$ cat config.mk
export PLATFORM = sky130hd
export DESIGN_NAME = decimal_to_roman_encoder
export DESIGN_NICKNAME = d
export VERILOG_FILES = /design/src/design/d2r_pkg.sv /design/src/design/d2r_sub_unit.sv /design/src/design/d2r_seq.sv /design/src/design/decimal_to_roman_encoder.sv
export SDC_FILE = /design/constraint.sdc
export NUM_CORES = 1
export LEC_CHECK = 0
export BUFFER_PORTS_ARGS = -buffer_cell sky130_fd_sc_hd__buf_2
export CELL_PAD_IN_SITES_DETAIL_PLACEMENT = 0
export CELL_PAD_IN_SITES_GLOBAL_PLACEMENT = 2
export CORE_ASPECT_RATIO = 0.6
export CORE_MARGIN = 2
export CORE_UTILIZATION = 33
export CTS_CLUSTER_DIAMETER = 150
export CTS_CLUSTER_SIZE = 10
export DETAILED_ROUTE_END_ITERATION = 7
export PLACE_DENSITY = 0.88
export SLEW_MARGIN = 20
export SYNTH_ARGS = -nofsm -noshare
export SYNTH_HDL_FRONTEND = slang
export SYNTH_SLANG_ARGS = --single-unit
$ cat constraint.sdc
create_clock -name i_clk -period 2.61 [get_ports i_clk]
set_clock_uncertainty 0.05 [all_clocks]
set_input_delay 0 -clock i_clk [delete_from_list [all_inputs] [get_ports i_clk]]
set_output_delay 0 -clock i_clk [all_outputs]
set_load 0.005 [all_outputs]
$ cat src/design/d2r_pkg.sv
package d2r_pkg;

    // Field widths
    localparam int VALUE_W  = 12;
    localparam int SYMBOL_W = 8;
    localparam int STEP_W   = 4;

    // Valid input range
    localparam logic [VALUE_W-1:0] VALUE_MIN = 12'd1;
    localparam logic [VALUE_W-1:0] VALUE_MAX = 12'd3999;

    // ASCII codes of the numeral characters
    localparam logic [SYMBOL_W-1:0] SYM_NONE = 8'h00;
    localparam logic [SYMBOL_W-1:0] SYM_M    = 8'h4D;
    localparam logic [SYMBOL_W-1:0] SYM_D    = 8'h44;
    localparam logic [SYMBOL_W-1:0] SYM_C    = 8'h43;
    localparam logic [SYMBOL_W-1:0] SYM_L    = 8'h4C;
    localparam logic [SYMBOL_W-1:0] SYM_X    = 8'h58;
    localparam logic [SYMBOL_W-1:0] SYM_V    = 8'h56;
    localparam logic [SYMBOL_W-1:0] SYM_I    = 8'h49;

    // Table steps from M (1000) down to I (1)
    localparam logic [STEP_W-1:0] STEP_FIRST = 4'd0;
    localparam logic [STEP_W-1:0] STEP_LAST  = 4'd12;

    // Sequencer states
    typedef enum logic [1:0] {
        ST_IDLE,
        ST_RUN,
        ST_PAIR,
        ST_ERR
    } t_state;

    // One result beat
    typedef struct packed {
        logic [SYMBOL_W-1:0] symbol;
        logic                last;
        logic                error;
    } t_beat;

    // Weight of each table step
    function automatic logic [VALUE_W-1:0] f_weight(input logic [STEP_W-1:0] step);
        logic [VALUE_W-1:0] w;
        case (step)
            4'd0:    w = 12'd1000;
            4'd1:    w = 12'd900;
            4'd2:    w = 12'd500;
            4'd3:    w = 12'd400;
            4'd4:    w = 12'd100;
            4'd5:    w = 12'd90;
            4'd6:    w = 12'd50;
            4'd7:    w = 12'd40;
            4'd8:    w = 12'd10;
            4'd9:    w = 12'd9;
            4'd10:   w = 12'd5;
            4'd11:   w = 12'd4;
            4'd12:   w = 12'd1;
            default: w = 12'd1;
        endcase
        return w;
    endfunction

    // First character of each table step
    function automatic logic [SYMBOL_W-1:0] f_sym_first(input logic [STEP_W-1:0] step);
        logic [SYMBOL_W-1:0] s;
        case (step)
            4'd0:    s = SYM_M;
            4'd1:    s = SYM_C;
            4'd2:    s = SYM_D;
            4'd3:    s = SYM_C;
            4'd4:    s = SYM_C;
            4'd5:    s = SYM_X;
            4'd6:    s = SYM_L;
            4'd7:    s = SYM_X;
            4'd8:    s = SYM_X;
            4'd9:    s = SYM_I;
            4'd10:   s = SYM_V;
            4'd11:   s = SYM_I;
            4'd12:   s = SYM_I;
            default: s = SYM_I;
        endcase
        return s;
    endfunction

    // Second character of the subtractive steps
    function automatic logic [SYMBOL_W-1:0] f_sym_second(input logic [STEP_W-1:0] step);
        logic [SYMBOL_W-1:0] s;
        case (step)
            4'd1:    s = SYM_M;
            4'd3:    s = SYM_D;
            4'd5:    s = SYM_C;
            4'd7:    s = SYM_L;
            4'd9:    s = SYM_X;
            4'd11:   s = SYM_V;
            default: s = SYM_I;
        endcase
        return s;
    endfunction

    // Subtractive steps emit two characters
    function automatic logic f_is_pair(input logic [STEP_W-1:0] step);
        logic p;
        case (step)
            4'd1, 4'd3, 4'd5, 4'd7, 4'd9, 4'd11: p = 1'b1;
            default:                              p = 1'b0;
        endcase
        return p;
    endfunction

endpackage

$ cat src/design/d2r_sub_unit.sv
module d2r_sub_unit (
    input  logic [d2r_pkg::VALUE_W-1:0] i_rem,
    input  logic [d2r_pkg::VALUE_W-1:0] i_weight,
    output logic                        o_ge,
    output logic [d2r_pkg::VALUE_W-1:0] o_diff
);
    import d2r_pkg::*;

    // Compare the remainder against the step weight and form the difference
    assign o_ge   = (i_rem >= i_weight);
    assign o_diff = i_rem - i_weight;

endmodule

$ cat src/design/d2r_seq.sv
module d2r_seq (
    input  logic                        i_clk,
    input  logic                        i_rst_n,
    input  logic                        i_valid,
    input  logic [d2r_pkg::VALUE_W-1:0] i_value,
    output logic                        o_ready,
    input  logic                        i_slot_free,
    output logic                        o_emit,
    output d2r_pkg::t_beat              o_beat
);
    import d2r_pkg::*;

    t_state              r_state, n_state;
    logic [VALUE_W-1:0]  r_rem, n_rem;
    logic [STEP_W-1:0]   r_step, n_step;
    logic                w_ge;
    logic [VALUE_W-1:0]  w_diff;
    logic                w_accept;
    logic                w_bad;

    assign o_ready  = (r_state == ST_IDLE);
    assign w_accept = i_valid && o_ready;
    assign w_bad    = (i_value < VALUE_MIN) || (i_value > VALUE_MAX);

    // Shared compare and subtract unit
    d2r_sub_unit u_sub (
        .i_rem    (r_rem),
        .i_weight (f_weight(r_step)),
        .o_ge     (w_ge),
        .o_diff   (w_diff)
    );

    // Next state
    always_comb begin
        n_state = r_state;
        case (r_state)
            ST_IDLE: begin
                if (w_accept) begin
                    n_state = w_bad ? ST_ERR : ST_RUN;
                end
            end
            ST_RUN: begin
                if (i_slot_free && w_ge) begin
                    if (f_is_pair(r_step)) begin
                        n_state = ST_PAIR;
                    end else if (w_diff == '0) begin
                        n_state = ST_IDLE;
                    end
                end
            end
            ST_PAIR: begin
                if (i_slot_free) begin
                    n_state = (r_rem == '0) ? ST_IDLE : ST_RUN;
                end
            end
            ST_ERR: begin
                if (i_slot_free) begin
                    n_state = ST_IDLE;
                end
            end
            default: n_state = ST_IDLE;
        endcase
    end

    // Beat, remainder and step updates
    always_comb begin
        o_emit        = 1'b0;
        o_beat.symbol = SYM_NONE;
        o_beat.last   = 1'b0;
        o_beat.error  = 1'b0;
        n_rem         = r_rem;
        n_step        = r_step;
        case (r_state)
            ST_IDLE: begin
                if (w_accept) begin
                    n_rem  = i_value;
                    n_step = STEP_FIRST;
                end
            end
            ST_RUN: begin
                if (i_slot_free) begin
                    if (w_ge) begin
                        o_emit        = 1'b1;
                        o_beat.symbol = f_sym_first(r_step);
                        o_beat.last   = !f_is_pair(r_step) && (w_diff == '0);
                        n_rem         = w_diff;
                    end else if (r_step != STEP_LAST) begin
                        n_step = r_step + 1'b1;
                    end
                end
            end
            ST_PAIR: begin
                if (i_slot_free) begin
                    o_emit        = 1'b1;
                    o_beat.symbol = f_sym_second(r_step);
                    o_beat.last   = (r_rem == '0);
                end
            end
            ST_ERR: begin
                if (i_slot_free) begin
                    o_emit       = 1'b1;
                    o_beat.last  = 1'b1;
                    o_beat.error = 1'b1;
                end
            end
            default: begin
                o_emit = 1'b0;
            end
        endcase
    end

    // Hold state, remainder and step
    always_ff @(posedge i_clk) begin
        if (!i_rst_n) begin
            r_state <= ST_IDLE;
        end else begin
            r_state <= n_state;
        end
        r_rem  <= n_rem;
        r_step <= n_step;
    end

`ifndef ASSERT_OFF
    a_emit_needs_slot: assert property (@(posedge i_clk) disable iff (!i_rst_n)
        o_emit |-> i_slot_free)
        else $error("beat emitted while output slot occupied");

    a_bad_goes_err: assert property (@(posedge i_clk) disable iff (!i_rst_n)
        (w_accept && w_bad) |=> (r_state == ST_ERR))
        else $error("out of range value not flagged");

    a_err_beat_form: assert property (@(posedge i_clk) disable iff (!i_rst_n)
        (o_emit && o_beat.error) |-> (o_beat.last && (o_beat.symbol == SYM_NONE)))
        else $error("malformed error beat");

    a_good_symbol: assert property (@(posedge i_clk) disable iff (!i_rst_n)
        (o_emit && !o_beat.error) |-> (o_beat.symbol != SYM_NONE))
        else $error("numeral beat without a character");
`endif

endmodule

$ cat src/design/decimal_to_roman_encoder.sv
// Converts one 12-bit binary number per input beat into its Roman numeral,
// sent as a run of ASCII characters (M D C L X V I), one per output beat,
// with tlast on the final character. Values outside 1 to 3999 give a single
// beat with symbol zero, tuser (error) high and tlast high. The sequencer
// walks a 13-step table from 1000 down to 1 through one shared compare and
// subtract unit: each cycle in which the output slot is free it either emits
// a character or moves to the next step; a full slot holds it. The input side
// is not ready while an item is being converted; the output register lets the
// next item be taken while the last beat of the previous one still waits.
module decimal_to_roman_encoder (
    input  logic        i_clk,
    input  logic        i_rst_n,
    input  logic        i_s_tvalid,
    output logic        o_s_tready,
    input  logic [15:0] i_s_tdata,   // [11:0] value, [15:12] zero
    output logic        o_m_tvalid,
    input  logic        i_m_tready,
    output logic [7:0]  o_m_tdata,   // [7:0] symbol
    output logic        o_m_tlast,   // last
    output logic        o_m_tuser    // [0] error
);
    import d2r_pkg::*;

    logic  r_out_valid;
    t_beat r_out_beat;
    logic  w_slot_free;
    logic  w_emit;
    t_beat w_beat;

    assign w_slot_free = !r_out_valid || i_m_tready;

    // Conversion sequencer
    d2r_seq u_seq (
        .i_clk       (i_clk),
        .i_rst_n     (i_rst_n),
        .i_valid     (i_s_tvalid),
        .i_value     (i_s_tdata[VALUE_W-1:0]),
        .o_ready     (o_s_tready),
        .i_slot_free (w_slot_free),
        .o_emit      (w_emit),
        .o_beat      (w_beat)
    );

    // Output register: load a new beat or drop the taken one
    always_ff @(posedge i_clk) begin
        if (!i_rst_n) begin
            r_out_valid <= 1'b0;
        end else if (w_emit) begin
            r_out_valid <= 1'b1;
        end else if (i_m_tready) begin
            r_out_valid <= 1'b0;
        end
        if (w_emit) begin
            r_out_beat <= w_beat;
        end
    end

    assign o_m_tvalid = r_out_valid;
    assign o_m_tdata  = r_out_beat.symbol;
    assign o_m_tlast  = r_out_beat.last;
    assign o_m_tuser  = r_out_beat.error;

endmodule
Yosys cells after proc, flatten, opt, wreduce, memory -nomap -nowiden
Memory sizes are Yosys's and may differ from the RTL's. A register that Yosys moved wholly into a read port is not among the register bits.
Cells that the tools add are included.
{"block": "op_classes", "n_reduce_logical": 17, "magnitude_cmp": 3, "addsub": 2, "n_eq_ne": 19, "mux": 39}
{"cell": "12-bit 2-to-1 mux", "count": 3}
{"cell": "5-bit one-hot mux with 6 select lines", "count": 1}
{"cell": "9-bit 2-to-1 mux", "count": 3}
{"cell": "12-bit logical NOT", "count": 2}
{"cell": "4-bit 2-to-1 mux", "count": 6}
{"cell": "12-bit one-hot mux with 2 select lines", "count": 1}
{"cell": "2-bit 2-to-1 mux", "count": 8}
{"cell": "8-bit one-hot mux with 2 select lines", "count": 1}
{"cell": "12-bit greater-or-equal comparator", "count": 1}
{"cell": "12-bit > comparator, second input constant", "count": 1}
{"cell": "12-bit by 1-bit less-than comparator with 1-bit output, second input constant", "count": 1}
{"cell": "1-bit 2-to-1 mux", "count": 12}
{"cell": "2-bit by 1-bit != test with 1-bit output, second input constant", "count": 6}
{"cell": "12-bit subtractor", "count": 1}
{"cell": "5-bit AND reduction", "count": 2}
{"cell": "4-bit by 3-bit equality test with 1-bit output, second input constant", "count": 2}
{"cell": "4-bit equality test, second input constant", "count": 2}
{"cell": "2-bit one-hot mux with 4 select lines", "count": 1}
{"cell": "4-bit one-hot mux with 2 select lines", "count": 1}
{"cell": "6-bit OR reduction", "count": 1}
{"cell": "4-bit by 1-bit adder with 4-bit output, second input constant", "count": 1}
{"cell": "2-bit equality test, second input constant", "count": 2}
{"cell": "4-bit by 1-bit equality test with 1-bit output, second input constant", "count": 1}
{"cell": "4-bit by 2-bit equality test with 1-bit output, second input constant", "count": 1}
{"cell": "13 further kinds", "count": 19}
{"block": "totals", "ff_bits": 29, "in_bits": 20, "output_inout_bits": 12, "elab_cells": 89, "rom_bits": 240, "memories": 2}
{"memory": "(name not given)", "words": 16, "width": 10, "rd": 1, "rd_ports_with_merged_regs": 1, "wr": 0, "line": "d2r_pkg.sv:44", "text": "case (step)"}
{"memory": "(name not given)", "words": 16, "width": 5, "rd": 1, "rd_ports_with_merged_regs": 1, "wr": 0, "line": "d2r_pkg.sv:66", "text": "case (step)"}

Depth between registers and ports, before layout
Gate-level depths: netlist of the first run.
{"block": "logic_depth", "ltp_word": 11, "depth_mapped": 13}

Hierarchy
A second synthesis of the first run with hierarchy kept.
{"block": "unflattened", "hier_cells": 331, "hier_area_um2": 3091.7}
{"module": "d2r_seq", "area_each_um2": 2100.8, "cells_each": 220, "instances": 1}
{"module": "d2r_sub_unit", "area_each_um2": 641.9, "cells_each": 97, "instances": 1}
{"module": "decimal_to_roman_encoder", "area_each_um2": 349.1, "cells_each": 14, "instances": 1}

Worst setup path before layout of the first run
OpenSTA, ideal clock, no wires.
{"block": "synth_timing", "path_type": "reg2reg", "startpoint": "reg u_seq.r_rem[0]", "endpoint": "reg u_seq.u_sub.i_weight[2] (netlist name)", "n_path_buf": 0, "setup_slack_ns": -0.280, "arrival_time_ns": 2.782, "required_time_ns": 2.502, "stages_incl_launch_ff": 13, "cell_sequence": "edfxtp_1 -> inv_1 -> ha_1 -> fa_1 -> nand2b_1 -> a21oi_1 -> o2111a_1 -> nor3_4 -> mux2i_1 -> inv_1 -> ha_1 -> a211o_1 -> nand2_1"}
{"block": "synth_between", "elab_chain_cells": 4}
{"element": "start: declaration", "line": "d2r_seq.sv:14", "text": "logic [VALUE_W-1:0] r_rem, n_rem;"}
{"element": "start signal: assignment", "line": "d2r_seq.sv:119", "text": "r_rem <= n_rem;"}
{"element": "12-bit greater-or-equal comparator", "line": "d2r_sub_unit.sv:10", "text": "assign o_ge = (i_rem >= i_weight);"}
{"element": "2-bit != test (no line)"}
{"element": "5-bit AND reduction (no line)"}
{"element": "4-bit 2-to-1 mux (no line)"}
Every way passes these cells.
A chain may end at the register's enable or synchronous reset.

Final worst setup path of the first run
{"block": "layout_timing", "startpoint": "reg u_seq.r_rem[1]", "endpoint": "reg u_seq.r_state[0]"}
{"block": "layout_between", "elab_chain_cells": 4}
{"element": "12-bit subtractor (tied with other cells)", "line": "d2r_sub_unit.sv:11", "text": "assign o_diff = i_rem - i_weight;"}
{"element": "12-bit logical NOT (tied with other cells)", "line": "d2r_seq.sv:46", "text": "end else if (w_diff == '0) begin"}
{"element": "3-bit by 1-bit != test with 1-bit output (no line) (tied with other cells)"}
{"element": "5-bit AND reduction (no line) or 2-bit one-hot mux with 4 select lines (tied branches)"}
{"element": "end signal: assignment", "line": "d2r_seq.sv:117", "text": "r_state <= n_state;"}
{"element": "end: declaration", "line": "d2r_seq.sv:13", "text": "t_state r_state, n_state;"}
Parallel ways exist; a longest one is shown, timed or not. The select of a mux whose other input is x is not followed.

==> impl_metrics.csv, run 1 <==
group,metric,value,unit
outcome,outcome,"complete, but fails checks",
outcome,violations,"negative setup slack",
cells_and_area,diodes,0,
setup_path,r2r_slack,-0.22,ns
detailed_routing,ant_nets,0,
cells_and_area,nFillCells,765,
cells_and_area,nets,479,
die,core,0.00852,mm²
worst_hold_path,holdCritStartpoint,"i_s_tdata[7]",
sta,final.setup.worst_slack,-0.215,ns
synth,yosysTopAreaCell,"edfxtp_1",
synth,synth_top_area_share,24.9,%
setup_path,crit_path_start,"u_seq.r_rem[1]",
sta,hold_violations,0,
setup_path,crit_type,"reg -> reg",
sta,slew_violations,0,
setup_path,regToRegStartpoint,"u_seq.r_rem[1]",
synth,ys_seq_elements,41,
setup_path,endpoint,"u_seq.r_state[0]",
synth,yosysUniqueCellTypes,56,
sta,slew_headroom,45.9,%
cells_and_area,regArea,0.00106,mm²
cells_and_area,multi_input_area,0.00204,mm²
die,die_h,76.6,µm
detailed_routing,viasPerCell,4.98,
cts,cts_tree,"yes",
cells_and_area,final_cell_mix,"buf_4 (74), nand2_1 (28), buf_2 (25), edfxtp_1 (24)",
worst_hold_path,hold_path_class,"in -> reg",
grt,grt_max_degree,22,
setup_path,cp.arrival,2.96,ns
cts,cts_root_buffer,"clkbuf_16",
setup_path,critPathCaptureType,"flop",
setup_path,critPathLaunchType,"flop",
detailed_routing,dr.pass1.iters,4,
cts,htreeDepth,2,
sta,tightestPinTransition,0.804,ns
setup_path,crit_fanout,5,
detailed_routing,wl,8900,µm
cts,clkTransAtPathRegs,0.07,ns
job,cap_viol_max_count,0,
die,die_x,125,µm
synth,async_flop_share,0,%
grt,grt_pass1_vias,2643,
synth,avgSynthCellArea,9.08,µm²
cts,cts.sinks,41,
synth,seq_area_frac_synth,36.6,%
grt,grt_pass1_wl,14100,µm
setup_path,reg2reg_to,"u_seq.r_state[0]",
synth,yosys-top-cells-area,"edfxtp_1 (25%), dfxtp_1 (12%), ha_1 (9.5%), nand2_1 (4.0%), nor2_1 (3.6%)",
cts,numCtsBuffers,5,
cts,cts_max_path_buffers,2,
setup_path,rr_worst_depth,9,
cells_and_area,drive_gt1_share,45.1,%
synth,synth-edff-count,24,
cells_and_area,area_delta_synth_final,53.6,%
sta,finalSetupViolations,11,
sta,finalCriticalPeriod,2.83,ns
setup_path,cp.required,2.74,ns
synth,synth-warning-count,0,
grt,grt_overflow,0,
sta,tns,-1.26,ns
grt,antenna_found_initial,0,
placement,portBuffers,25,
synth,synth_flop_cell,"edfxtp_1",
cells_and_area,mostFrequentLayoutCell,"buf_4",
detailed_routing,vias,2732,
grt,grt_usage,18.9,%
sta,fmax,354,MHz
sta,finalCritPeriodShare,108,%
detailed_routing,wire_per_inst,16.2,µm
die,die-area,0.00957,mm²
sta,rsz0062_at_grt,"yes",
placement,place_hpwl,6620,µm
synth,netlist_area,0.00290,mm²
die,rows,26,
die,io_pins,32,
synth,netlist_instances,319,
detailed_routing,drcViolationCount,0,
die,initial_utilization,34.0,%
cts,clk_latency,0.29,ns
placement,gp_congestion,0.902,
detailed_routing,drt-initial-drc-count,226,
## kinds of logic (layout without fill, tap and decap cells)
kind of cell / after synthesis / in the layout / synth area share [%]
xor+xnor: 9 / 9 / 2.72
simple gates: 116 / 116 / 21.0
buf+inv: 38 / 155 / 6.56
flops: 41 / 41 / 36.6
compound gates: 77 / 77 / 17.5
mux: 14 / 14 / 5.22
other cells: 1 / 2 / 0.129
fa+ha+maj: 23 / 23 / 10.2
## cell usage after synthesis, types with 7 or more instances
master,instances
mux2_2,9
ha_1,22
inv_1,26
dfxtp_1,17
o21ai_0,18
edfxtp_1,24
nand3_1,7
nand2_1,31
nor2b_1,9
nor2_1,28
nor4_1,8
a21oi_1,20
nor3_1,9
## worst min-delay path by stage
stage / endpoint / slack (ns) / cells past startpoint
after global routing: u_seq.r_rem[7] / 0.03 / 2
after floorplan: o_m_tvalid / 0.07 / 1
after CTS: u_seq.r_rem[7] / 0.02 / 2
final: u_seq.r_rem[7] / 0.03 / 2
after global placement: o_m_tvalid / 0.21 / 2
after detailed placement: o_m_tvalid / 0.21 / 2
## layout make-up
type                    instances  share of cell area, %
multi-input cells             241                   45.9
flip-flops and latches         41                   23.8
repair buffers                121                   21.0
well taps                     112                   3.15
clock buffers                   5                   2.81
inverters                      26                   2.25
clock inverters                 3                   1.04
## per-stage QoR
step / utilization (%) / cell area, µm² / instances / setup slack, ns / hold WS (ns)
4_1_cts: 50.2 / 4280 / 546 / -0.129 / 0.0216
6_report: 52.2 / 4450 / 549 / -0.215 / 0.0293
2_1_floorplan: - / 3000 / 320 / -0.0672 / 0.0678
3_3_place_gp: 44.2 / 3770 / 522 / -0.269 / 0.208
5_1_grt: 52.2 / 4450 / 549 / -0.299 / 0.0252
3_5_place_dp: 44.2 / 3770 / 522 / -0.240 / 0.210
## layer usage
| metal | global-route usage, % | vias up | part of all wire (%) |
|---|---|---|---|
| li1 | - | 1374 | - |
| met1 | 29.7 | 1282 | 52 |
| met2 | 25.5 | 74 | 40 |
| met3 | 5.48 | 2 | 7.8 |
| met4 | 3.00 | 0 | 0.29 |
| met5 | 0 | - | 0 |
## critical path: stages (launching register included)
cell and delay (ns):
edfxtp_1 0.43, ha_1 0.31, nor2b_2 0.18, o2111ai_4 0.26, a211oi_2 0.11, nand4b_1 0.35
nor4_2 0.36, nand4b_1 0.12, a311o_1 0.31, o221a_1 0.22
## repair_timing
action / CTS / global route
endpoints found under the hold margin: 10 / 0
endpoints found under the setup margin: 28 / 38
hold buffers: 8 / 0
pin swaps: 10 / 12
gates resized for setup: 45 / 33
buffers inserted: 8 / 3
Power of run 1 is left out: the tool's default activity adds up to more than one toggle a clock period on the data nets, which glitch-free logic cannot reach.
==> run 2, diff against run 1 <==
PLACE_DENSITY = unset   (was 0.88)
PLACE_DENSITY_LB_ADDON = 0.1   (was unset)
==> run 2 against run 1 <==
The run still ends with negative setup slack left. Sequential cell count did not move. Cell count rose by 0.18%. Hold slack got worse by 0.011 ns. Sequential share of layout area fell by 0.31 points. Cell area rose by 1.3%. Die area did not move. Non-clock buffer count rose by 1. First-iteration DRC count fell by 20%. Clock-buffer cell count did not move. Wire length rose by 1.1%. Critical endpoint is now o_m_tlast. Highest routed layer unchanged.
==> impl_metrics.csv, run 2 (synthesis gave the netlist of run 1 again) <==
group,metric,value,unit
worst_hold_path,hold_path_class,"in -> reg",
sta,finalCriticalPeriod,2.84,ns
cts,cts_max_path_buffers,2,
placement,place_ws,-0.287,ns
placement,portBuffers,25,
placement,place_area,0.00375,mm²
cts,cts.sinks,41,
sta,slew_violations,0,
cts,htreeDepth,2,
detailed_routing,drt-initial-drc-count,181,
cts,cts_root_buffer,"clkbuf_16",
cells_and_area,nets,480,
grt,grt_pass1_vias,2690,
placement,gp_congestion,0.904,
sta,rsz0062_at_grt,"yes",
cts,clkTransAtPathRegs,0.07,ns
sta,fmax,352,MHz
detailed_routing,wl,9000,µm
grt,grt_usage,19.4,%
cells_and_area,mostFrequentLayoutCell,"buf_4",
setup_path,cp.required,2.71,ns
sta,slew_headroom,49.5,%
cells_and_area,drive_gt1_share,47.0,%
grt,grt_overflow,0,
cts,clk_latency,0.30,ns
sta,finalSetupViolations,18,
die,io_pins,32,
die,initial_utilization,34.0,%
die,die_h,76.6,µm
detailed_routing,drcViolationCount,0,
grt,antenna_found_initial,0,
cells_and_area,final_cell_mix,"buf_4 (68), nand2_1 (27), buf_2 (25), edfxtp_1 (24), inv_1 (21)",
cells_and_area,nFillCells,830,
cts,numCtsBuffers,5,
setup_path,crit_fanout,3,
die,rows,26,
detailed_routing,ant_nets,0,
detailed_routing,dr.pass1.iters,4,
detailed_routing,viasPerCell,4.99,
setup_path,critPathLaunchType,"flop",
die,die-area,0.00957,mm²
outcome,violations,"negative setup slack",
setup_path,critPathSlowestCell,"or3b_1",
setup_path,critPathCaptureType,"flop",
sta,hold_violations,0,
setup_path,crit_type,"reg -> reg",
cells_and_area,design_area,0.00451,mm²
job,cap_viol_max_count,0,
cells_and_area,diodes,0,
setup_path,slowest_delay,0.43,ns
grt,grt_max_degree,22,
grt,grt_pass1_wl,14300,µm
detailed_routing,vias,2742,
die,core,0.00852,mm²
setup_path,cp.arrival,2.94,ns
sta,tightestPinTransition,0.751,ns
outcome,outcome,"complete, but fails checks",
cells_and_area,finish.utilization,52.9,%
sta,finalCritPeriodShare,109,%
setup_path,path_buf_inv,1,
placement,place_hpwl,6900,µm
die,die_x,125,µm
cts,cts_tree,"yes",
detailed_routing,wire_per_inst,16.4,µm
cells_and_area,area_delta_synth_final,55.6,%
sta,final.setup.worst_slack,-0.235,ns
setup_path,cp_cell_sequence,"inv_2 > ha_4 > fa_2 > nand2b_4 > a211oi_4 > nor2b_4 > nor4b_4 > a2111oi_4 > nand4_1 > or3b_1 > a21oi_2",
setup_path,cp_top_family,"simple AND/OR/NAND/NOR gates",
-- run 2: cell type report --
class | count | area, µm² | area share, %
clock buffer | 5 | 125 | 2.77
clock inverter | 3 | 25.0 | 0.555
inverter | 26 | 100 | 2.22
multi-input combinational | 241 | 2070 | 46.0
sequential | 41 | 1060 | 23.5
tap | 112 | 140 | 3.11
timing repair buffer | 122 | 985 | 21.8
-- run 2: final timing paths --
kind                  start             end  slack [ns]  depth (start not counted)
max          u_seq.r_rem[0]       o_m_tlast       -0.23                         11
min            i_s_tdata[4]  u_seq.r_rem[4]        0.02                          2
max reg2reg  u_seq.r_rem[0]       o_m_tlast       -0.23                         11
min reg2reg            flop    o_m_tdata[1]        0.56                          2
-- run 2: worst register-to-register path: stages, from the launching register on --
cell,delay (ns)
edfxtp_1,0.37
inv_2,0.05
ha_4,0.16
fa_2,0.38
nand2b_4,0.17
a211oi_4,0.26
nor2b_4,0.09
nor4b_4,0.15
a2111oi_4,0.25
nand4_1,0.21
or3b_1,0.43
a21oi_2,0.13
-- run 2: metrics by stage --
| stage | setup TNS, ns | hold WS [ns] | std cells |
|---|---|---|---|
| after floorplan | -0.110 | 0.0678 | 320 |
| after global placement | -2.55 | 0.214 | 518 |
| after detailed placement | -2.86 | 0.227 | 518 |
| after CTS | -2.21 | 0.0112 | 546 |
| after global routing | -4.42 | 0.0334 | 550 |
| final | -1.28 | 0.0183 | 550 |
-- run 2: layer usage --
metal / routed length, µm / GRT usage (%) / up-vias
met5: 0 / 0 / -
met1: 4870 / 30.2 / 1289
met4: 103 / 5.00 / 0
li1: - / - / 1387
met3: 475 / 4.14 / 10
met2: 3550 / 26.8 / 56
-- run 2: repair_timing --
item,4_1_cts,5_1_grt
cloned,0,0
hold buffers,6,0
pin swaps,15,12
endpoints found under the setup margin,33,49
hold endpoints to repair,8,0
buffers inserted,14,4
gates resized for setup,66,33
Power of run 2 is left out for the same reason.
==> run 3, diff against run 2 <==
--- a/config.mk
+++ b/config.mk
@@ -11,3 +11,2 @@
 export CORE_ASPECT_RATIO = 0.6
-export CORE_MARGIN = 2
 export CORE_UTILIZATION = 33
==> constraint.sdc (replaced) <==
create_clock -name i_clk -period 2.61 [get_ports i_clk]
set_clock_uncertainty 0.05 [all_clocks]
set_input_delay 0.783 -clock i_clk [delete_from_list [all_inputs] [get_ports i_clk]]
set_output_delay 0.783 -clock i_clk [all_outputs]
set_load 0.005 [all_outputs]
==> run 3 against run 2 <==
The flow still finishes with violations (negative setup slack). Worst setup slack improved by 0.028 ns. Sequential share of layout area increased by 1.7 points. Global-route usage increased by 0.75 points. Critical endpoint unchanged. Highest routed layer unchanged.
==> impl_metrics.csv, run 3 (synthesis gave the netlist of run 1 again) <==
group,metric,value,unit
outcome,outcome,"complete, but fails checks",
outcome,violations,"negative setup slack",
detailed_routing,drcViolationCount,0,
grt,grt_max_degree,21,
die,die_x,123,µm
sta,fmax,355,MHz
sta,slew_violations,0,
setup_path,crit_fanout,7,
placement,gp_congestion,0.849,
setup_path,path_buf_inv,0,
cells_and_area,final_cell_mix,"buf_4 (77), nand2_1 (31), buf_2 (25), edfxtp_1 (24)",
grt,grt_pass1_vias,2542,
setup_path,slowest_delay,0.47,ns
cts,cts_max_path_buffers,2,
cells_and_area,area_delta_synth_final,45.1,%
grt,grt_use_met1,31.3,%
sta,slew_headroom,66.3,%
detailed_routing,ant_nets,0,
placement,portBuffers,25,
die,die_h,74.6,µm
grt,use_met3,3.83,%
grt,grt_pass1_wl,13600,µm
grt,busiest_layer,"met1",
worst_hold_path,hold_path_class,"reg -> reg",
cts,clk_latency,0.29,ns
detailed_routing,vias,2665,
setup_path,critPathSlowestCell,"edfxtp_1",
detailed_routing,dr.pass1.iters,4,
setup_path,crit_path_start,"u_seq.r_rem[7]",
sta,finalCritPeriodShare,108,%
sta,hold_violations,0,
grt,grt_use_met2,28.0,%
grt,grt_overflow,0,
job,cap_viol_max_count,0,
cells_and_area,nets,468,
cts,cts.sinks,41,
die,core,0.00852,mm²
setup_path,cp_cell_sequence,"ha_4 > a21o_1 > a21o_1 > a211o_1 > o21a_1 > nor3_1 > nand4_1 > or3b_1 > a21oi_2",
setup_path,critPathCaptureType,"flop",
cts,postCtsHoldBufs,0,
cts,cts_root_buffer,"clkbuf_16",
cells_and_area,diodes,0,
setup_path,crit_type,"reg -> reg",
die,initial_utilization,34.0,%
placement,place_hpwl,6620,µm
cells_and_area,finish.utilization,49.3,%
sta,finalCriticalPeriod,2.82,ns
cts,clkTransAtPathRegs,0.06,ns
setup_path,cp.required,2.71,ns
grt,antenna_found_initial,0,
detailed_routing,wire_per_inst,15.7,µm
setup_path,regToRegStartpoint,"u_seq.r_rem[7]",
cells_and_area,mostFrequentLayoutCell,"buf_4",
cts,cts_tree,"yes",
sta,tightestPinTransition,0.500,ns
setup_path,cp.arrival,2.92,ns
sta,whs,0.543,ns
detailed_routing,drt-initial-drc-count,176,
die,rows,26,
cells_and_area,drive_gt1_share,41.5,%
die,die-area,0.00917,mm²
setup_path,cp_top_family,"compound AO/OA/AOI/OAI gates",
detailed_routing,viasPerCell,4.95,
sta,final.setup.worst_slack,-0.206,ns
setup_path,critPathLaunchType,"flop",
grt,grt_usage,20.2,%
sta,finalSetupViolations,14,
die,io_pins,32,
setup_path,critPathMostFrequentCell,"a21o_1",
cts,numCtsBuffers,5,
placement,place_ws,-0.421,ns
cts,htreeDepth,2,
detailed_routing,wl,8430,µm
sta,rsz0062_at_grt,"yes",
[run 3: repair_timing]
item | CTS | global route
gates resized for setup | 36 | 18
pin swaps | 7 | 9
endpoints found under the setup margin | 48 | 36
setup buffers | 6 | 3
[run 3: worst min-delay path: stages (launching register included)]
cell,delay (ns)
dfxtp_1,0.32
a21oi_1,0.07
nor2b_1,0.09
[run 3: final timing paths]
| path | to | slack, ns | depth (start not counted) |
|---|---|---|---|
| min reg2reg | o_m_tdata[4] | 0.54 | 2 |
| max reg2reg | o_m_tlast | -0.21 | 9 |
| max | o_m_tlast | -0.21 | 9 |
| min | o_m_tdata[4] | 0.54 | 2 |
[run 3: cell type report]
type                       instances  area, µm²
inverter                          26        103
tap                              112        140
clock inverter                     3       17.5
fill                             842       4320
sequential                        41       1060
timing repair buffer             110        820
clock buffer                       5        125
multi-input combinational        241       1940
[run 3: stage by stage]
| step | cell area (µm²) | TNS (ns) | cells |
|---|---|---|---|
| global route | 4200 | -4.04 | 538 |
| CTS | 4100 | -1.26 | 535 |
| floorplan | 2970 | -0.182 | 320 |
| detailed placement | 3740 | -9.37 | 521 |
| global placement | 3740 | -8.33 | 521 |
| finish | 4200 | -1.30 | 538 |
[run 3: metal layers]
layer | wire length [µm] | up-vias | part of all wire (%)
met5 | 0 | - | 0
met4 | 82 | 0 | 0.97
met3 | 578 | 8 | 6.9
met2 | 3200 | 62 | 38
met1 | 4570 | 1248 | 54
li1 | - | 1347 | -
Power of run 3 is left out for the same reason.
